**src/rtl/core/ospi_pkg.sv**
```systemverilog
// Shared types and constants for the object stream index parser.
// Holds the item structs, parse phases, result kinds and register indexes.
// Depends on nothing.
package ospi_pkg;

  typedef struct packed {
    logic [7:0] stream_byte;
    logic       first_byte;
  } in_item_t;

  typedef struct packed {
    logic [1:0]         result_kind;
    logic signed [31:0] class_hash;
    logic [47:0]        payload_offset;
    logic [47:0]        payload_size;
    logic               last_object;
  } out_item_t;

  typedef struct packed {
    logic [7:0] expected_major;
    logic [7:0] expected_minor;
    logic [7:0] expected_patch;
  } version_cfg_t;

  typedef enum logic [2:0] {
    PH_IDLE,
    PH_HEADER,
    PH_SIZE,
    PH_HASH,
    PH_PAYLOAD,
    PH_DONE,
    PH_ERROR
  } phase_t;

  localparam logic [1:0] KIND_OBJECT      = 2'd0;
  localparam logic [1:0] KIND_BAD_MARK    = 2'd1;
  localparam logic [1:0] KIND_BAD_VERSION = 2'd2;
  localparam logic [1:0] KIND_EMPTY       = 2'd3;

  localparam logic [1:0] REG_MAJOR = 2'd0;
  localparam logic [1:0] REG_MINOR = 2'd1;
  localparam logic [1:0] REG_PATCH = 2'd2;

  localparam logic [7:0] MARK_FIRST  = 8'h73;
  localparam logic [7:0] MARK_SECOND = 8'h72;

  localparam int POS_MARK_FIRST  = 0;
  localparam int POS_MARK_SECOND = 1;
  localparam int POS_MAJOR       = 3;
  localparam int POS_MINOR       = 4;
  localparam int POS_PATCH       = 5;
  localparam int COUNT_POS       = 14;
  localparam int BODY_POS        = 18;

  localparam logic [2:0] SIZE_LAST_BYTE = 3'd7;
  localparam logic [2:0] HASH_LAST_BYTE = 3'd3;

endpackage

```
**src/rtl/core/ospi_fsm.sv**
```systemverilog
// Parse state and per-byte step logic of the object stream index parser.
// Holds the phase, offset, counters and field accumulator and forms one result.
// Depends on ospi_pkg.
module ospi_fsm #(
  parameter int OFFSET_BITS = 48
) (
  input  logic                 clk,
  input  logic                 rst,
  input  logic                 fire,
  input  ospi_pkg::in_item_t   item,
  input  ospi_pkg::version_cfg_t cfg,
  output logic                 res_valid,
  output ospi_pkg::out_item_t  res
);
  import ospi_pkg::*;

  localparam logic [OFFSET_BITS-1:0] OFFSET_MAX = '1;
  localparam logic [63:0]            SIZE_LIMIT = 64'(OFFSET_MAX);

  phase_t                 phase, phase_next;
  logic [2:0]             idx, idx_next;
  logic [OFFSET_BITS-1:0] offset, offset_next;
  logic [31:0]            objects_left, objects_next;
  logic [63:0]            acc, acc_next;
  logic [OFFSET_BITS-1:0] payload_left, left_next;

  logic                   active;
  phase_t                 cur_phase;
  logic [OFFSET_BITS-1:0] off_inc, cur_off, poff, size_sat, left_dec;
  logic [7:0]             b;
  logic                   mark_bad, ver_bad, in_count, count_end;
  logic [31:0]            word32, objects_dec;
  logic [63:0]            size_full, poff_wide, size_wide;

  always_comb begin
    b         = item.stream_byte;
    active    = item.first_byte || phase == PH_HEADER || phase == PH_SIZE ||
                phase == PH_HASH || phase == PH_PAYLOAD;
    cur_phase = item.first_byte ? PH_HEADER : phase;
    off_inc   = (offset == OFFSET_MAX) ? offset : offset + OFFSET_BITS'(1);
    cur_off   = item.first_byte ? '0 : off_inc;
    poff      = (cur_off == OFFSET_MAX) ? cur_off : cur_off + OFFSET_BITS'(1);
    mark_bad  = (cur_off == OFFSET_BITS'(POS_MARK_FIRST) && b != MARK_FIRST) ||
                (cur_off == OFFSET_BITS'(POS_MARK_SECOND) && b != MARK_SECOND);
    ver_bad   = (cur_off == OFFSET_BITS'(POS_MAJOR) && b != cfg.expected_major) ||
                (cur_off == OFFSET_BITS'(POS_MINOR) && b != cfg.expected_minor) ||
                (cur_off == OFFSET_BITS'(POS_PATCH) && b != cfg.expected_patch);
    in_count  = cur_off >= OFFSET_BITS'(COUNT_POS) && cur_off < OFFSET_BITS'(BODY_POS);
    count_end = cur_off == OFFSET_BITS'(BODY_POS - 1);
    word32    = {b, acc[63:40]};
    size_full = {b, acc[63:8]};
    size_sat  = (size_full > SIZE_LIMIT) ? OFFSET_MAX : size_full[OFFSET_BITS-1:0];
    objects_dec = (objects_left != 32'd0) ? objects_left - 32'd1 : objects_left;
    left_dec  = (payload_left != '0) ? payload_left - OFFSET_BITS'(1) : payload_left;
    poff_wide = 64'(poff);
    size_wide = 64'(payload_left);
  end

  // Next state.
  always_comb begin
    phase_next   = phase;
    idx_next     = idx;
    offset_next  = offset;
    objects_next = objects_left;
    acc_next     = acc;
    left_next    = payload_left;
    if (fire && active) begin
      offset_next = cur_off;
      unique case (cur_phase)
        PH_HEADER: begin
          phase_next = PH_HEADER;
          idx_next   = '0;
          if (mark_bad || ver_bad) begin
            phase_next = PH_ERROR;
          end else if (in_count) begin
            acc_next = {b, acc[63:8]};
            if (count_end) begin
              objects_next = word32;
              phase_next   = (word32 == 32'd0) ? PH_DONE : PH_SIZE;
            end
          end
        end
        PH_SIZE: begin
          acc_next = {b, acc[63:8]};
          idx_next = idx + 3'd1;
          if (idx == SIZE_LAST_BYTE) begin
            left_next  = size_sat;
            idx_next   = '0;
            phase_next = PH_HASH;
          end
        end
        PH_HASH: begin
          acc_next = {b, acc[63:8]};
          idx_next = idx + 3'd1;
          if (idx == HASH_LAST_BYTE) begin
            objects_next = objects_dec;
            idx_next     = '0;
            if (payload_left != '0) begin
              phase_next = PH_PAYLOAD;
            end else begin
              phase_next = (objects_dec == 32'd0) ? PH_DONE : PH_SIZE;
            end
          end
        end
        PH_PAYLOAD: begin
          left_next = left_dec;
          if (left_dec == '0) begin
            idx_next   = '0;
            phase_next = (objects_left == 32'd0) ? PH_DONE : PH_SIZE;
          end
        end
        default: begin
        end
      endcase
    end
  end

  // Result.
  always_comb begin
    res_valid = 1'b0;
    res       = '0;
    if (fire && active) begin
      unique case (cur_phase)
        PH_HEADER: begin
          if (mark_bad) begin
            res_valid       = 1'b1;
            res.result_kind = KIND_BAD_MARK;
          end else if (ver_bad) begin
            res_valid       = 1'b1;
            res.result_kind = KIND_BAD_VERSION;
          end else if (count_end && word32 == 32'd0) begin
            res_valid       = 1'b1;
            res.result_kind = KIND_EMPTY;
          end
        end
        PH_HASH: begin
          if (idx == HASH_LAST_BYTE) begin
            res_valid          = 1'b1;
            res.result_kind    = KIND_OBJECT;
            res.class_hash     = word32;
            res.payload_offset = poff_wide[47:0];
            res.payload_size   = size_wide[47:0];
            res.last_object    = objects_left == 32'd1;
          end
        end
        default: begin
        end
      endcase
    end
  end

  always_ff @(posedge clk) begin
    if (rst) begin
      phase  <= PH_IDLE;
      idx    <= '0;
      offset <= '0;
    end else begin
      phase  <= phase_next;
      idx    <= idx_next;
      offset <= offset_next;
    end
  end

  always_ff @(posedge clk) begin
    if (rst) begin
      objects_left <= '0;
      acc          <= '0;
      payload_left <= '0;
    end else begin
      objects_left <= objects_next;
      acc          <= acc_next;
      payload_left <= left_next;
    end
  end

endmodule

```
**src/rtl/core/object_stream_index_parser_core.sv**
```systemverilog
// Top level of the object stream index parser; depends on ospi_pkg and ospi_fsm.
// Order: an accepted item waits in the input register and is parsed from there when it fires,
// and its result, if any, is then offered from the result register.
// Throughput: one item per cycle; a held result stalls the input register and input.
// Reset: synchronous rst empties both registers, returns the parse to idle
// and clears the three version registers to zero.
module object_stream_index_parser_core #(
  parameter int OFFSET_BITS = 48
) (
  input  logic                clk,
  input  logic                rst,
  input  logic                item_valid,
  output logic                item_ready,
  input  ospi_pkg::in_item_t  item,
  output logic                result_valid,
  input  logic                result_ready,
  output ospi_pkg::out_item_t result,
  input  logic                cfg_valid,
  output logic                cfg_ready,
  input  logic [1:0]          cfg_index,
  input  logic [7:0]          cfg_data
);
  import ospi_pkg::*;

  version_cfg_t cfg;
  logic         s1_valid;
  in_item_t     s1_item;
  logic         advance;
  logic         fire;
  logic         res_valid;
  out_item_t    res;

  assign advance    = !result_valid || result_ready;
  assign fire       = s1_valid && advance;
  assign item_ready = !s1_valid || advance;
  assign cfg_ready  = 1'b1;

  always_ff @(posedge clk) begin
    if (rst) begin
      cfg <= '0;
    end else if (cfg_valid) begin
      unique case (cfg_index)
        REG_MAJOR: cfg.expected_major <= cfg_data;
        REG_MINOR: cfg.expected_minor <= cfg_data;
        REG_PATCH: cfg.expected_patch <= cfg_data;
        default: begin
        end
      endcase
    end
  end

  always_ff @(posedge clk) begin
    if (rst) begin
      s1_valid <= 1'b0;
    end else if (item_ready) begin
      s1_valid <= item_valid;
    end
  end

  always_ff @(posedge clk) begin
    if (item_ready && item_valid) begin
      s1_item <= item;
    end
  end

  ospi_fsm #(
    .OFFSET_BITS(OFFSET_BITS)
  ) u_fsm (
    .clk      (clk),
    .rst      (rst),
    .fire     (fire),
    .item     (s1_item),
    .cfg      (cfg),
    .res_valid(res_valid),
    .res      (res)
  );

  always_ff @(posedge clk) begin
    if (rst) begin
      result_valid <= 1'b0;
    end else if (advance) begin
      result_valid <= fire && res_valid;
    end
  end

  always_ff @(posedge clk) begin
    if (advance) begin
      result <= res;
    end
  end

  a_result_from_stage : assert property (@(posedge clk) disable iff (rst)
    $rose(result_valid) |-> $past(s1_valid))
    else $error("result appeared without a registered item");

  a_ready_when_empty : assert property (@(posedge clk) disable iff (rst)
    !result_valid |-> item_ready)
    else $error("input not ready while result register is empty");

  a_error_fields_zero : assert property (@(posedge clk) disable iff (rst)
    result_valid && result.result_kind != KIND_OBJECT |->
      result.class_hash == 32'sd0 && result.payload_size == 48'd0 &&
      result.payload_offset == 48'd0 && !result.last_object)
    else $error("non-object result carries object fields");

  a_stage_holds : assert property (@(posedge clk) disable iff (rst)
    s1_valid && !advance |=> s1_valid && $stable(s1_item))
    else $error("registered item lost during stall");

endmodule
```
**config.mk**
```make
export PLATFORM = sky130hd
export DESIGN_NAME = object_stream_index_parser_core
export DESIGN_NICKNAME = d
export VERILOG_FILES = /design/src/rtl/core/ospi_pkg.sv /design/src/rtl/core/ospi_fsm.sv /design/src/rtl/core/object_stream_index_parser_core.sv
export SDC_FILE = /design/constraint.sdc
export NUM_CORES = 1
export LEC_CHECK = 0
export BUFFER_PORTS_ARGS = -buffer_cell sky130_fd_sc_hd__buf_2
export CAP_MARGIN = 20
export CORE_MARGIN = 8
export CORE_UTILIZATION = 65
export CTS_CLUSTER_DIAMETER = 200
export DETAILED_ROUTE_END_ITERATION = 12
export GPL_ROUTABILITY_DRIVEN = 1
export PLACE_DENSITY = 0.86
export SLEW_MARGIN = 20
export SYNTH_ARGS = -nofsm -noshare
export SYNTH_HDL_FRONTEND = slang
export SYNTH_SLANG_ARGS = --single-unit
```
**constraint.sdc**
```tcl
create_clock -name clk -period 7.85 [get_ports clk]
set_clock_uncertainty 0.1 [all_clocks]
set_input_delay 0.785 -clock clk [delete_from_list [all_inputs] [get_ports clk]]
set_output_delay 0.785 -clock clk [all_outputs]
set_load 0.03 [all_outputs]
```
==> flow_summary.ini <==
[outcome]
outcome = finished, final reports clean

[worst_setup_path]
crit_required_ns = 8.01
endpoint_kind = flop
path_cells = ha_1 -> and3_1 -> nand4_1 -> nor4_4 -> buf_4 -> nor4_1 -> xnor2_1 -> nor4_1 -> nand4b_2 -> o41ai_4 -> nor3_1 -> xnor2_1 -> nor2_1
endpoint = result[67]$_SDFFCE_PN0P_
cp_num_buf_inv = 1
cp.arrival_ns = 6.30
crit_fanout = 31
cp-startpoint = u_fsm.offset[0]$_SDFFE_PP0P_
slowest_stage = o41ai_4
r2r_end = result[67]$_SDFFCE_PN0P_
r2r_start = u_fsm.offset[0]$_SDFFE_PP0P_
r2r.worst_path.cells = 13
cpLargestDelayFamily = simple AND/OR/NAND/NOR gates
rrSetupSlack_ns = 1.71
path_class = reg2reg
path_depth = 13
slowest_delay_ns = 1.09
critPathLaunchType = flop

[synthesis]
synth_nets = 2309
synthFlopType = dfxtp_1
yosys_warnings = 0
async_flop_share_pct = 0
synth-xor-area-share_pct = 5.659
synth_simple_gate_area_share_pct = 26.63
syn-instance-count = 2275
synth-edff-count = 140
synthesis.area_sq_um = 19660
syn_area_per_cell_sq_um = 8.640
synth_compound_area_share_pct = 15.00
synth_top_family_by_area = simple AND/OR/NAND/NOR gates
synth_area_leaders = dfxtp_1 (22%), edfxtp_1 (21%), nor2_1 (5.3%)
synthMuxAreaShare_pct = 4.494
ys_types = 87
synth_top_area_share_pct = 22.00
yosysSeqAreaShare_pct = 43.39
synthAdderAreaFrac_pct = 0.6366
synth-seq-cells = 356
synth_top_cell_by_area = dfxtp_1

[route]
wl_met1_mm = 23.31
vias = 18400
postRouteAntennaNets = 0
routedWlPerCell_microns = 21.31
met2_length_mm = 26.05
routed_wl_mm = 58.40
drtIter0Drc = 2454
top_layer = met5
drc = 0
dr.pass1.iters = 6
route.met3.wl_mm = 7.165
via_per_inst = 6.715

[power]
vdd_drop_max_mv = 0.1502
power_density_nw_per_um2 = 195.1
p_leak_nw = 8.034

[min_path]
hold_class = in2reg

[cells_and_area]
antenna_cells = 0
postLayoutCoreUtil_pct = 73.06
drive_gt1_share_pct = 12.43
nets = 2356
n_fill_cell = 2225
area_delta_synth_final_pct = 10.46

[place]
detailed_place_hpwl_mm = 39.90
globalplace.congestion = 1.032
place_ws_ns = 1.833
port_buffers = 156

[clock_tree]
clock_sinks = 356
post_cts_buffers = 0
cts.htree.levels = 2
cts_made_buffers = 37
clk_pin_slew_ns = 0.06
cts_root_buffer = clkbuf_16
clk_latency_ns = 0.53
cts-resized-gates = 0
clk_path_buf_depth = 3
ctsHoldBuffers = 0
cts_tree = built

[floorplan]
io_pins = 158
dieWidth_microns = 189.9
chipHeight_microns = 189.9
core_sq_um = 29720
num_rows = 63
dieArea_sq_um = 36060
start_util_pct = 66.14

[sta]
max_freq_ghz = 0.1629
rsz0062_at_grt = no
setup_viol_count_final = 0
worst_slack_ns = 1.712
finalHoldViolations = 0
slew_headroom_pct = 23.03
period_share_pct = 78.19
fin_crit_ns = 6.138
maxSlewViolCount = 0
worst_slew_pin_slew_ns = 1.151
finalSetupTns_ns = 0

[global_routing]
globalRouteOverflowTotal = 0
antenna_found_initial = 1
grt_pass1_vias = 17280
grt_max_degree = 93
grt_util_all_layers_pct = 31.50
grt_pass1_wl_mm = 93.48

[job]
cap_viol_max_count = 0
==> area by class of cell <==
| type | count | area, sq um | area share (%) |
|---|---|---|---|
| Clock buffer | 54 | 1135 | 5.227 |
| Multi-Input combinational cell | 1722 | 10370 | 47.75 |
| Timing Repair Buffer | 175 | 929.6 | 4.282 |
| Sequential cell | 356 | 8528 | 39.28 |
| Tap cell | 390 | 488.0 | 2.248 |
| Inverter | 30 | 115.1 | 0.5302 |
| Clock inverter | 13 | 148.9 | 0.6858 |
==> sequential cells by signal (all words and copies together) (netlist names), 3 cells and up <==
name	flops
result	131
u_fsm.idx	3
u_fsm.offset	48
cfg	24
u_fsm.acc	56
u_fsm.payload_left	48
u_fsm.objects_left	32
s1_item	9
u_fsm.phase	3
==> through the flow <==
stage	hold slack (ns)	area (sq um)	power, mW	std cells
2_1_floorplan	0.3452	19660	2.304	2275
3_3_place_gp	0.3585	20420	2.409	2673
3_5_place_dp	0.3688	20420	2.417	2673
4_1_cts	0.3297	21700	4.227	2740
5_1_grt	0.3210	21710	4.350	2740
6_report	0.3349	21710	4.235	2740
==> power by group <==
| part | switching [mW] | total, mW | leakage, nW | internal [mW] |
|---|---|---|---|---|
| registers | 0.0276 | 1.96 | 3.44 | 1.93 |
| clock network | 0.731 | 1.84 | 0.624 | 1.11 |
| logic | 0.305 | 0.440 | 3.97 | 0.135 |
| total | 1.06 | 4.24 | 8.03 | 3.17 |
==> how the worst min path moves through the flow <==
stage / slack, ns / end / startpoint / cells after the start
after floorplan: 0.35 / u_fsm.objects_left[2]$_SDFFE_PP0P_ / u_fsm.objects_left[2]$_SDFFE_PP0P_ / 2
after global placement: 0.36 / u_fsm.objects_left[2]$_SDFFE_PP0P_ / u_fsm.objects_left[2]$_SDFFE_PP0P_ / 2
after detailed placement: 0.37 / u_fsm.objects_left[18]$_SDFFE_PP0P_ / u_fsm.objects_left[18]$_SDFFE_PP0P_ / 2
after CTS: 0.33 / s1_item[6]$_DFFE_PP_ / item[6] / 1
after global routing: 0.32 / s1_item[7]$_DFFE_PP_ / item[7] / 1
final: 0.33 / s1_item[6]$_DFFE_PP_ / item[6] / 1
==> logic make-up after synthesis <==
kind of cell,Yosys count
xor+xnor,127
simple gates,1032
mux,88
compound gates,464
fa+ha+maj,10
other cells,1
flops,356
buf+inv,197
==> routing by layer <==
metal / vias to the layer above / track usage, %
met1: 8646 / 42.77
met2: 1187 / 48.43
met4: 2 / 11.33
li1: 8396 / -
met5: - / 0
met3: 167 / 7.653
==> cells in the mapped netlist, types with 59 or more instances <==
library cell and n:
a21oi_1 186, and2_1 90, clkbuf_1 132, dfxtp_1 216, edfxtp_1 140, mux2i_1 86
nand2_1 218, nand3_1 77, nand4_1 59, nor2_1 275, nor3_1 81, nor4_1 64
o21ai_0 90, xnor2_1 74
==> placed cells by master, fill, tap and decap left out, types with 14 or more instances in the layout <==
cell,instances
mux2i_1,86
edfxtp_1,140
xnor2_1,74
clkbuf_16,41
nand4_1,59
nand3_1,75
xor2_1,53
nor2_1,274
or4_1,23
o21ai_0,90
and3_1,16
o32ai_1,17
dfxtp_1,216
buf_2,155
a21oi_1,186
or3_1,40
inv_1,29
nand2_1,218
buf_4,19
a31oi_1,17
and2_1,90
a211oi_1,25
nor4_1,64
nor3_1,80
and4_1,14
or2_2,15
Note: power is estimated with default switching activity, not from simulation.
